File: config.mk
export PLATFORM = sky130hd
export DESIGN_NAME = button_debounce_ghost_filter
export DESIGN_NICKNAME = d
export VERILOG_FILES = /design/src/sv/bdgf_pkg.sv /design/src/sv/bdgf_regs.sv /design/src/sv/bdgf_lane.sv /design/src/sv/button_debounce_ghost_filter.sv
export SDC_FILE = /design/constraint.sdc
export NUM_CORES = 2
export LEC_CHECK = 0
export BUFFER_PORTS_ARGS = -buffer_cell sky130_fd_sc_hd__buf_2
export CAP_MARGIN = 10
export CELL_PAD_IN_SITES_DETAIL_PLACEMENT = 1
export CELL_PAD_IN_SITES_GLOBAL_PLACEMENT = 2
export CORE_MARGIN = 5
export CORE_UTILIZATION = 23
export CTS_BUF_LIST = sky130_fd_sc_hd__clkbuf_16
export DETAILED_ROUTE_END_ITERATION = 8
export GPL_TIMING_DRIVEN = 0
export PLACE_DENSITY = 0.5
export SYNTH_ARGS = -nofsm -noshare
export SYNTH_HDL_FRONTEND = slang
export SYNTH_SLANG_ARGS = --single-unit
File: constraint.sdc
create_clock -name clk -period 13.14 [get_ports clk]
set_input_delay 1.971 -clock clk [delete_from_list [all_inputs] [get_ports clk]]
set_output_delay 1.971 -clock clk [all_outputs]
set_load 0.01 [all_outputs]
File: src/sv/bdgf_pkg.sv
// ----------------------------------------------------------------------------
// bdgf_pkg
// shared types and constants for the button debounce and ghost filter
// ----------------------------------------------------------------------------
package bdgf_pkg;

  // buttons that appear in the result word
  localparam int unsigned NUM_VISIBLE = 4;

  localparam int unsigned TIME_W  = 32;
  localparam int unsigned COUNT_W = 4;
  localparam int unsigned GHOST_W = 16;
  localparam int unsigned ADDR_W  = 4;
  localparam int unsigned DATA_W  = 32;

  // register index, taken from paddr[3:2]
  typedef enum logic [1:0] {
    REG_CONSISTENT = 2'd0,
    REG_GHOST_STD  = 2'd1,
    REG_GHOST_FAST = 2'd2,
    REG_FAST_MODE  = 2'd3
  } reg_idx_t;

  localparam logic [COUNT_W-1:0] RST_CONSISTENT = 4'd3;
  localparam logic [GHOST_W-1:0] RST_GHOST_STD  = 16'd50;
  localparam logic [GHOST_W-1:0] RST_GHOST_FAST = 16'd20;

  typedef struct packed {
    logic [COUNT_W-1:0] consistent_samples;
    logic [GHOST_W-1:0] ghost_ms_standard;
    logic [GHOST_W-1:0] ghost_ms_fast;
    logic               fast_mode;
  } cfg_t;

  // what one button lane needs from the config block
  typedef struct packed {
    logic [COUNT_W-1:0] need;
    logic [GHOST_W-1:0] ghost;
  } lane_cfg_t;

  // per-lane status toward the result register
  typedef struct packed {
    logic              pressed;
    logic              press_edge;
    logic [TIME_W-1:0] held;
  } lane_stat_t;

endpackage

File: src/sv/bdgf_regs.sv
// ----------------------------------------------------------------------------
// bdgf_regs
// apb config registers: sample count, ghost times, fast mode select
// ----------------------------------------------------------------------------
module bdgf_regs
  import bdgf_pkg::*;
(
  input  logic              clk,
  input  logic              rst_n,
  input  logic              cfg_psel,
  input  logic              cfg_penable,
  input  logic              cfg_pwrite,
  input  logic [ADDR_W-1:0] cfg_paddr,
  input  logic [DATA_W-1:0] cfg_pwdata,
  output logic [DATA_W-1:0] cfg_prdata,
  output logic              cfg_pready,
  output cfg_t              cfg
);

  cfg_t     cfg_r;
  cfg_t     cfg_nxt;
  reg_idx_t idx;
  logic     wr_en;

  assign idx        = reg_idx_t'(cfg_paddr[3:2]);
  assign wr_en      = cfg_psel & cfg_penable & cfg_pwrite;
  assign cfg_pready = 1'b1;
  assign cfg        = cfg_r;

  always_comb begin
    cfg_nxt = cfg_r;
    if (wr_en) begin
      unique case (idx)
        REG_CONSISTENT: cfg_nxt.consistent_samples = cfg_pwdata[COUNT_W-1:0];
        REG_GHOST_STD:  cfg_nxt.ghost_ms_standard  = cfg_pwdata[GHOST_W-1:0];
        REG_GHOST_FAST: cfg_nxt.ghost_ms_fast      = cfg_pwdata[GHOST_W-1:0];
        REG_FAST_MODE:  cfg_nxt.fast_mode          = cfg_pwdata[0];
      endcase
    end
  end

  always_comb begin
    unique case (idx)
      REG_CONSISTENT: cfg_prdata = {{(DATA_W-COUNT_W){1'b0}}, cfg_r.consistent_samples};
      REG_GHOST_STD:  cfg_prdata = {{(DATA_W-GHOST_W){1'b0}}, cfg_r.ghost_ms_standard};
      REG_GHOST_FAST: cfg_prdata = {{(DATA_W-GHOST_W){1'b0}}, cfg_r.ghost_ms_fast};
      REG_FAST_MODE:  cfg_prdata = {{(DATA_W-1){1'b0}}, cfg_r.fast_mode};
    endcase
  end

  always_ff @(posedge clk) begin
    if (!rst_n) begin
      cfg_r.consistent_samples <= RST_CONSISTENT;
      cfg_r.ghost_ms_standard  <= RST_GHOST_STD;
      cfg_r.ghost_ms_fast      <= RST_GHOST_FAST;
      cfg_r.fast_mode          <= 1'b0;
    end else begin
      cfg_r <= cfg_nxt;
    end
  end

endmodule

File: src/sv/bdgf_lane.sv
// ----------------------------------------------------------------------------
// bdgf_lane
// one button: candidate level, match counter, candidate and press timestamps
// ----------------------------------------------------------------------------
module bdgf_lane
  import bdgf_pkg::*;
(
  input  logic              clk,
  input  logic              rst_n,
  input  logic              advance,
  input  logic [TIME_W-1:0] now_ms,
  input  logic              raw,
  input  lane_cfg_t         lcfg,
  output lane_stat_t        stat
);

  logic               cand_r,  cand_nxt;
  logic [COUNT_W-1:0] cnt_r,   cnt_nxt;
  logic [TIME_W-1:0]  ctime_r, ctime_nxt;
  logic               conf_r,  conf_nxt;
  logic [TIME_W-1:0]  ptime_r, ptime_nxt;
  logic               count_met;
  logic [TIME_W-1:0]  age;
  logic               press_edge;

  always_comb begin
    cand_nxt   = raw;
    conf_nxt   = conf_r;
    ptime_nxt  = ptime_r;
    press_edge = 1'b0;

    if (raw == cand_r) begin
      cnt_nxt   = (cnt_r < lcfg.need) ? COUNT_W'(cnt_r + 1'b1) : cnt_r;
      ctime_nxt = ctime_r;
    end else begin
      cnt_nxt   = COUNT_W'(1);
      ctime_nxt = now_ms;
    end

    count_met = (cnt_nxt >= lcfg.need);
    age       = now_ms - ctime_nxt;

    if (count_met) begin
      if (cand_nxt) begin
        // press needs the candidate to be at least the ghost time old
        if (!conf_r && (age >= {{(TIME_W-GHOST_W){1'b0}}, lcfg.ghost})) begin
          conf_nxt   = 1'b1;
          ptime_nxt  = now_ms;
          press_edge = 1'b1;
        end
      end else begin
        conf_nxt  = 1'b0;
        ptime_nxt = '0;
      end
    end

    stat.pressed    = conf_nxt;
    stat.press_edge = press_edge;
    stat.held       = conf_nxt ? (now_ms - ptime_nxt) : '0;
  end

  always_ff @(posedge clk) begin
    if (!rst_n) begin
      cand_r  <= 1'b0;
      cnt_r   <= '0;
      ctime_r <= '0;
      conf_r  <= 1'b0;
      ptime_r <= '0;
    end else if (advance) begin
      cand_r  <= cand_nxt;
      cnt_r   <= cnt_nxt;
      ctime_r <= ctime_nxt;
      conf_r  <= conf_nxt;
      ptime_r <= ptime_nxt;
    end
  end

endmodule

File: src/sv/button_debounce_ghost_filter.sv
// ----------------------------------------------------------------------------
// button_debounce_ghost_filter
// integrating-counter debounce with a minimum press age (ghost filter)
//
//   channel | direction | handshake                  | payload
//   --------+-----------+----------------------------+-----------------------------
//   in      | input     | in_valid / in_ready        | in_now_ms, in_raw_levels
//   out     | output    | out_valid / out_ready      | masks, first edge, held_ms_*
//   cfg     | input     | apb psel/penable, pready=1 | 4 registers at 4*i
//
// one word in, one word out; an accepted word passes through the input
// register, then the lane update into the result register
// one word per cycle sustained while the receiver takes the results, set by
// the per-button lane update which reads and writes the button state
// reset is synchronous, active low; all button state clears to released
// a full result register that is not taken holds the input register, and
// in_ready drops only when both stages are occupied
// ----------------------------------------------------------------------------
module button_debounce_ghost_filter
  import bdgf_pkg::*;
#(
  parameter int unsigned NUM_BUTTONS = 4
) (
  input  logic                        clk,
  input  logic                        rst_n,

  input  logic                        in_valid,
  output logic                        in_ready,
  input  logic [TIME_W-1:0]           in_now_ms,
  input  logic [NUM_VISIBLE-1:0]      in_raw_levels,

  output logic                        out_valid,
  input  logic                        out_ready,
  output logic [NUM_VISIBLE-1:0]      out_pressed_mask,
  output logic [NUM_VISIBLE-1:0]      out_edge_mask,
  output logic                        out_any_edge,
  output logic [1:0]                  out_first_edge_button,
  output logic [TIME_W-1:0]           out_held_ms_0,
  output logic [TIME_W-1:0]           out_held_ms_1,
  output logic [TIME_W-1:0]           out_held_ms_2,
  output logic [TIME_W-1:0]           out_held_ms_3,

  input  logic                        cfg_psel,
  input  logic                        cfg_penable,
  input  logic                        cfg_pwrite,
  input  logic [ADDR_W-1:0]           cfg_paddr,
  input  logic [DATA_W-1:0]           cfg_pwdata,
  output logic [DATA_W-1:0]           cfg_prdata,
  output logic                        cfg_pready
);

  // ---- config registers ----
  cfg_t      cfg;
  lane_cfg_t lcfg;

  bdgf_regs u_regs (
    .clk         (clk),
    .rst_n       (rst_n),
    .cfg_psel    (cfg_psel),
    .cfg_penable (cfg_penable),
    .cfg_pwrite  (cfg_pwrite),
    .cfg_paddr   (cfg_paddr),
    .cfg_pwdata  (cfg_pwdata),
    .cfg_prdata  (cfg_prdata),
    .cfg_pready  (cfg_pready),
    .cfg         (cfg)
  );

  // ghost time picked once for all lanes
  assign lcfg.need  = cfg.consistent_samples;
  assign lcfg.ghost = cfg.fast_mode ? cfg.ghost_ms_fast : cfg.ghost_ms_standard;

  // ---- input register ----
  logic                   s1_valid_r;
  logic [TIME_W-1:0]      s1_now_r;
  logic [NUM_VISIBLE-1:0] s1_raw_r;
  logic                   out_valid_r;
  logic                   advance;
  logic                   in_fire;

  // stage 1 moves into the result register when that slot is free or draining
  assign advance  = s1_valid_r & (~out_valid_r | out_ready);
  assign in_ready = ~s1_valid_r | advance;
  assign in_fire  = in_valid & in_ready;

  always_ff @(posedge clk) begin
    if (!rst_n) begin
      s1_valid_r <= 1'b0;
    end else if (in_fire) begin
      s1_valid_r <= 1'b1;
    end else if (advance) begin
      s1_valid_r <= 1'b0;
    end
  end

  always_ff @(posedge clk) begin
    if (in_fire) begin
      s1_now_r <= in_now_ms;
      s1_raw_r <= in_raw_levels;
    end
  end

  // ---- button lanes ----
  // buttons past the visible four only ever see a released level and show up
  // in no output, so they are not built; lanes not present read as released
  lane_stat_t stat [NUM_VISIBLE];

  for (genvar g = 0; g < NUM_VISIBLE; g++) begin : g_lane
    if (g < NUM_BUTTONS) begin : g_on
      bdgf_lane u_lane (
        .clk     (clk),
        .rst_n   (rst_n),
        .advance (advance),
        .now_ms  (s1_now_r),
        .raw     (s1_raw_r[g]),
        .lcfg    (lcfg),
        .stat    (stat[g])
      );
    end else begin : g_off
      assign stat[g] = '0;
    end
  end

  // ---- result assembly ----
  logic [NUM_VISIBLE-1:0] pressed_nxt;
  logic [NUM_VISIBLE-1:0] edge_nxt;
  logic [1:0]             first_nxt;

  always_comb begin
    for (int i = 0; i < NUM_VISIBLE; i++) begin
      pressed_nxt[i] = stat[i].pressed;
      edge_nxt[i]    = stat[i].press_edge;
    end
  end

  // lowest numbered edge wins, zero when there is none
  always_comb begin
    priority if (edge_nxt[0]) first_nxt = 2'd0;
    else if (edge_nxt[1])     first_nxt = 2'd1;
    else if (edge_nxt[2])     first_nxt = 2'd2;
    else if (edge_nxt[3])     first_nxt = 2'd3;
    else                      first_nxt = 2'd0;
  end

  // ---- result register ----
  logic [NUM_VISIBLE-1:0] pressed_r;
  logic [NUM_VISIBLE-1:0] edge_r;
  logic                   any_edge_r;
  logic [1:0]             first_r;
  logic [TIME_W-1:0]      held0_r, held1_r, held2_r, held3_r;

  always_ff @(posedge clk) begin
    if (!rst_n) begin
      out_valid_r <= 1'b0;
    end else if (advance) begin
      out_valid_r <= 1'b1;
    end else if (out_ready) begin
      out_valid_r <= 1'b0;
    end
  end

  always_ff @(posedge clk) begin
    if (advance) begin
      pressed_r  <= pressed_nxt;
      edge_r     <= edge_nxt;
      any_edge_r <= |edge_nxt;
      first_r    <= first_nxt;
      held0_r    <= stat[0].held;
      held1_r    <= stat[1].held;
      held2_r    <= stat[2].held;
      held3_r    <= stat[3].held;
    end
  end

  assign out_valid             = out_valid_r;
  assign out_pressed_mask      = pressed_r;
  assign out_edge_mask         = edge_r;
  assign out_any_edge          = any_edge_r;
  assign out_first_edge_button = first_r;
  assign out_held_ms_0         = held0_r;
  assign out_held_ms_1         = held1_r;
  assign out_held_ms_2         = held2_r;
  assign out_held_ms_3         = held3_r;

endmodule

### Yosys cells after proc, flatten, opt, wreduce, memory -nomap -nowiden

Cells that the tools add are included.

| storage, ports and cells | value |
|---|---|
| register bits after elaboration | 494 |
| input port bits | 79 |
| output and inout bits | 174 |
| logic and storage cells | 150 |

| cells by class | value |
|---|---|
| $add $sub $neg | 12 |
| magnitude comparators | 12 |
| eq/ne operators | 7 |
| mux-type cells | 57 |
| bitwise gates (word level) | 8 |
| reduce and logical (&&, ||, !) cells | 17 |

Operators with widths:

| kind | count |
|---|---|
| $mux 32 | 16 |
| $sub 32x32->32 | 8 |
| $ge 32x16->1 | 4 |
| $pmux 32 s4 | 1 |
| $mux 4 | 8 |
| $mux 1 | 29 |
| $add 4x1->4 const B | 4 |
| $ge 4x4->1 | 4 |
| $lt 4x4->1 | 4 |
| $mux 16 | 1 |
| $reduce_and 2->1 | 4 |
| $and 1x1->1 | 4 |
| $eq 1x1->1 | 4 |
| $eq 2x2->1 const B | 2 |
| $logic_and 1x1->1 | 4 |
| $logic_not 1->1 | 4 |
| $mux 2 | 2 |
| $reduce_bool 2->1 | 2 |
| $reduce_or 4->1 | 1 |
| $eq 2x1->1 const B | 1 |
| $logic_not 2->1 | 1 |
| $not 1->1 | 2 |
| $or 1x1->1 | 2 |
| $reduce_or 2->1 | 1 |

### Logic depth before layout (Yosys ltp)

| depth | value |
|---|---|
| depth after elaboration | 11 |
| mapped depth | 47 |
| depth with buffers taken out | 44 |

### By module

A second synthesis with hierarchy kept.

| second synthesis, totals | value |
|---|---|
| cell total of the unflattened synthesis | 5243 |
| area total of the unflattened synthesis | 42036.6 um^2 |

Modules (own cells, without submodules):

| module | times used | cells an instance | area an instance (um^2) | seq. area each (um^2) |
|---|---|---|---|---|
| bdgf_lane at g_lane[2].g_on.u_lane | 1 | 1224 | 8785.9 | 1401.3 |
| bdgf_lane at g_lane[0].g_on.u_lane | 1 | 1233 | 8772.2 | 1401.3 |
| bdgf_lane at g_lane[1].g_on.u_lane | 1 | 1189 | 8504.4 | 1401.3 |
| bdgf_lane at g_lane[3].g_on.u_lane | 1 | 1187 | 8491.9 | 1401.3 |
| button_debounce_ghost_filter | 1 | 209 | 5619.1 | 5295.1 |
| bdgf_regs | 1 | 201 | 1863.0 | 740.7 |

### Worst setup path before layout

Ideal clock, no wire load.

| path | value |
|---|---|
| path type | reg-to-reg |
| from | reg s1_raw_r[3] |
| to | reg held3_r[28] (netlist: out_held_ms_3[28]) (data pin) |
| setup time | 0.147 ns |
| arrival time | 9.685 ns |
| required time | 12.993 ns |
| setup slack | 3.308 ns |
| cell stages (with the launch flop) | 41 |
| path buffers | 3 |
| clock period less this slack | 9.832 ns |
| cell sequence | edfxtp_1 > xnor2_2 > clkbuf_1 > buf_1 > o21ai_0 > ha_1 > maj3_1 > a2111oi_0 > o311a_1 > o21ai_0 > o31ai_1 > xor2_1 > ha_1 > nand4_1 > nor3_1 > or4bb_1 > nor4_1 > and3_1 > [... 5 more ...] > buf_4 > a22o_1 > ha_1 > inv_1 > fa_1 > a21oi_1 > o21ai_0 > a2111o_1 > a311o_1 > a31oi_1 > o221ai_1 > a221o_1 > a21oi_1 > o21bai_1 > a31o_2 > a2111oi_0 > a41oi_1 > a21oi_1 |

| on the way | value |
|---|---|
| longest elaborated chain between the ends | 9 |
| elaborated cells between the ends (all ways) | 14 |
| classes of those cells | add/sub: 2; order compare: 2; eq/ne: 1; mux: 8; reduce/logical: 1 |

RTL lines:

| item | RTL line | text |
|---|---|---|
| start, declared | button_debounce_ghost_filter.sv:76 | `logic [NUM_VISIBLE-1:0] s1_raw_r;` |
| start signal, assigned | button_debounce_ghost_filter.sv:99 | `s1_raw_r <= in_raw_levels;` |
| $eq 1x1->1 | bdgf_lane.sv:32 | `if (raw == cand_r) begin` |
| $mux 32 | bdgf_lane.sv:32 |  |
| named net g_lane[3].g_on.u_lane.ctime_nxt[0] | bdgf_lane.sv:19 | `logic [TIME_W-1:0] ctime_r, ctime_nxt;` |
| $sub 32x32->32 | bdgf_lane.sv:41 | `age = now_ms - ctime_nxt;` |
| $ge 32x16->1 | bdgf_lane.sv:46 | `if (!conf_r && (age >= {{(TIME_W-GHOST_W){1'b0}}, lcfg.ghost})) begin` |
| $logic_and 1x1->1 | bdgf_lane.sv:46 |  |
| $mux 32 | bdgf_lane.sv:46 |  |
| $mux 32 | bdgf_lane.sv:44 | `if (cand_nxt) begin` |
| $mux 32 | bdgf_lane.sv:43 | `if (count_met) begin` |
| named net g_lane[3].g_on.u_lane.ptime_nxt[0] | bdgf_lane.sv:21 | `logic [TIME_W-1:0] ptime_r, ptime_nxt;` |
| $sub 32x32->32 | bdgf_lane.sv:59 | `stat.held = conf_nxt ? (now_ms - ptime_nxt) : '0;` |
| end signal, assigned | button_debounce_ghost_filter.sv:171 | `held3_r <= stat[3].held;` |
| end, declared | button_debounce_ghost_filter.sv:150 | `logic [TIME_W-1:0] held0_r, held1_r, held2_r, held3_r;` |

The timed path passes the listed nets, and every way through them passes these cells.
A chain may end at the register's enable or synchronous reset.

### Worst setup path in the final report

Ends and elaborated chain as after synthesis.

==> results_dict.tcl <==
set metrics [dict create \
    outcome "finished, final reports clean" \
    yosysUniqueCellTypes 107 \
    worst-endpoint-required_ns 13.64 \
    hold_violations 0 \
    gp_congestion 0.837 \
    synth-edff-count 175 \
    p_int_uw 3410 \
    synth_xor_area_share_pct 5.03 \
    end_kind "register" \
    finalSetupViolations 0 \
    drc 0 \
    worstMarginPinSlew_ns 1.29 \
    avgViaCountPerCell 5.07 \
    die_x_um 408 \
    grt.overflow.total 0 \
    wl_per_cell_um 26.3 \
    grt_first_pass_wirelength_mm 259 \
    die-area_mm2 0.167 \
    finalWirelength_mm 180 \
    fp-row-count 146 \
    ys_warn_count 0 \
    clock-root-buffer "clkbuf_16" \
    min_period_ns 12.40 \
    fmax_mhz 80.6 \
    port_buffers 216 \
    cts_tree "built" \
    cp_slowest_stage_delay_ns 0.66 \
    seq_power_share_pct 32.2 \
    clkTransAtPathRegs_ns 0.06 \
    hp-class "register to register" \
    ir_drop_uv 88.8 \
    fillerInstances 18600 \
    fin_worst_skew_ns 0.0330 \
    io_pins 253 \
    placedInstanceArea_mm2 0.0407 \
    dr.pass1.iters 5 \
    synth_simple_gate_area_share_pct 18.3 \
    synth_compound_area_share_pct 26.5 \
    cp_num_buf_inv 6 \
    p_sw_share_pct 36.1 \
    synth_cells 4391 \
    place_hpwl_mm 142 \
    synth-seq-cells 494 \
    initial_core_util_pct 23.1 \
    crit_cells 42 \
    antenna_found_initial 5 \
    dieHeight_um 408 \
    clockBufferDepth 3 \
    cts.sinks 494 \
    drv_cap 0 \
    cp.arrival_ns 12.91 \
    period_share_pct 94.4 \
    drt_iter0_drc 1703 \
    synth_top_family_by_area "compound AO/OA/AOI/OAI gates" \
    p_leak_uw 0.0168 \
    htree_levels 3 \
    drive_above_1_share_pct 11.6 \
    switchingPower_uw 1920 \
    crit_type "register to register" \
    critPathMaxFanout 10 \
    final_area_mm2 0.0435 \
    coreArea_mm2 0.158 \
    clk_latency_ns 0.67 \
    grt_usage_pct 21.0 \
    ctsHoldBuffers 0 \
    whs_ns 0.458 \
    grt_pass1_vias 36400 \
    cp_slowest_cell "a2111oi_1" \
    p_comb_share_pct 29.7 \
    cts_buffers 72 \
    powerDensity_mw_per_mm2 123 \
    ys.flop_type "dfxtp_1" \
    relSlewSlack_pct 13.8 \
    synth_area_mm2 0.0365 \
    yosysSeqAreaShare_pct 31.9 \
    clkPwrFrac_pct 38.1 \
    whs_path_depth 2 \
    synth_mux_area_share_pct 2.50 \
    grt_max_degree 59 \
    vias 34800 \
    syn_to_final_growth_pct 19.1 \
    syn_avg_cell_area_um2 8.31 \
    synth-adder-area-share_pct 11.0 \
    rr_worst_depth 42 \
    antenna_left 0 \
    slew_viol_final 0 \
    start_kind "register" \
    async_reset_ff_share_pct 0 \
    crit_family "compound AO/OA/AOI/OAI gates" \
    fin_tns_setup_ns 0 \
    nets 5115 \
]
==> synth_stat cells (67+ instances only) <==
cell / number / share of area [%]
a21o_1: 140 / 2.9
nand2_1: 428 / 4.4
nor2_1: 504 / 5.2
a21oi_1: 451 / 6.2
a22oi_1: 98 / 2.0
xnor2_1: 113 / 2.7
dfxtp_1: 319 / 18
o21ai_0: 165 / 2.3
xor2_1: 91 / 2.2
edfxtp_1: 175 / 14
nand2b_1: 94 / 1.6
clkbuf_1: 180 / 1.9
nor3_1: 85 / 1.2
nor2b_1: 69 / 1.2
nand3_1: 67 / 0.92
ha_1: 305 / 10
inv_1: 144 / 1.5
a211oi_1: 91 / 1.9
==> stage by stage <==
| stage | std cells | setup WS (ns) | util (%) | total power, uW |
|---|---|---|---|---|
| final | 6859 | 0.739 | 27.5 | 5330 |
| after global routing | 6856 | -0.00340 | 27.5 | 5630 |
| after CTS | 6848 | -0.0364 | 27.4 | 5420 |
| after detailed placement | 6715 | -1.81 | 25.8 | 3330 |
| after global placement | 6694 | -1.85 | 25.5 | 3310 |
| after floorplan | 4406 | 3.31 | - | 2740 |
==> routing by layer <==
layer  share of wire (%)  vias to the layer above  global-route usage [%]  wire (um)
met5                   0                        -                       0          0
met2                  49                      613                    37.7      89000
li1                    -                    16800                       -          -
met3                 3.7                      200                    2.89       6740
met4                 3.1                        0                    6.50       5640
met1                  44                    17100                    25.9      79000
==> registers in the layout, indices dropped and copies added (netlist names), 32 cells and up <==
name	cells
g_lane.g_on.u_lane.ctime_r	128
out_held_ms_3	32
g_lane.g_on.u_lane.ptime_r	128
s1_now_r	32
out_held_ms_2	32
u_regs.cfg	37
out_held_ms_1	32
out_held_ms_0	32
==> cell type report <==
class                      instances  area [um^2]  share of cell area (%)
inverter                         152          572                    1.32
timing repair buffer             247         1710                    3.93
clock inverter                    54          479                    1.10
buffer                           260         1170                    2.68
tap                             2072         2590                    5.97
multi-input combinational       3500        23400                    53.8
antenna                            3         7.51                  0.0173
clock buffer                      77         1930                    4.43
sequential                       494        11600                    26.8
==> kinds of logic (layout without fill, tap and decap cells) <==
kind of cell,after synthesis,count (layout)
simple gates,1446,1446
compound gates,1423,1423
flops,494,494
buf+inv,412,790
fa+ha+maj,322,322
xor+xnor,207,207
mux,85,85
other cells,2,20
==> final timing paths <==
kind,slack (ns),from,to
setup reg to reg,0.74,s1_raw_r[3],out_held_ms_3[28]
hold reg to reg,0.46,g_lane[2].g_on.u_lane.ctime_r[0],g_lane[2].g_on.u_lane.ctime_r[0]
hold / removal,0.46,g_lane[2].g_on.u_lane.ctime_r[0],g_lane[2].g_on.u_lane.ctime_r[0]
setup / recovery,0.74,s1_raw_r[3],out_held_ms_3[28]
==> worst reg2reg max path: cells and delay by family, from the launching register on <==
kind	cells	cell delay, ns
fa+ha+maj	5	1.46
buf+inv	6	1.39
flops	1	0.41
xor+xnor	2	0.53
simple gates	9	2.36
compound gates	20	6.06
==> cells in the final DEF, fill, tap and decap left out, types with 154 or more instances in the layout <==
master	count
o21ai_0	163
inv_1	154
dfxtp_1	319
buf_2	254
ha_1	305
a21oi_1	447
edfxtp_1	175
nand2_1	428
nor2_1	504
clkbuf_1	170
==> timing repair <==
item	CTS	global route
endpoints found under the hold margin	0	0
cloned	0	0
gates resized for setup	25	14
buffers inserted	2	5
setup endpoints to repair	42	16
pin swaps	1	2
==> power by group through the flow <==
| stage | combinational, uW | clock (uW) | sequential (uW) |
|---|---|---|---|
| 3_3_place_gp | 1540 | 0 | 1770 |
| 5_1_grt | 1740 | 2160 | 1720 |
| 2_1_floorplan | 1000 | 0 | 1740 |
| 4_1_cts | 1590 | 2110 | 1720 |
| 3_5_place_dp | 1570 | 0 | 1750 |
| 6_report | 1580 | 2030 | 1720 |
Note: power is estimated with default switching activity, not from simulation.
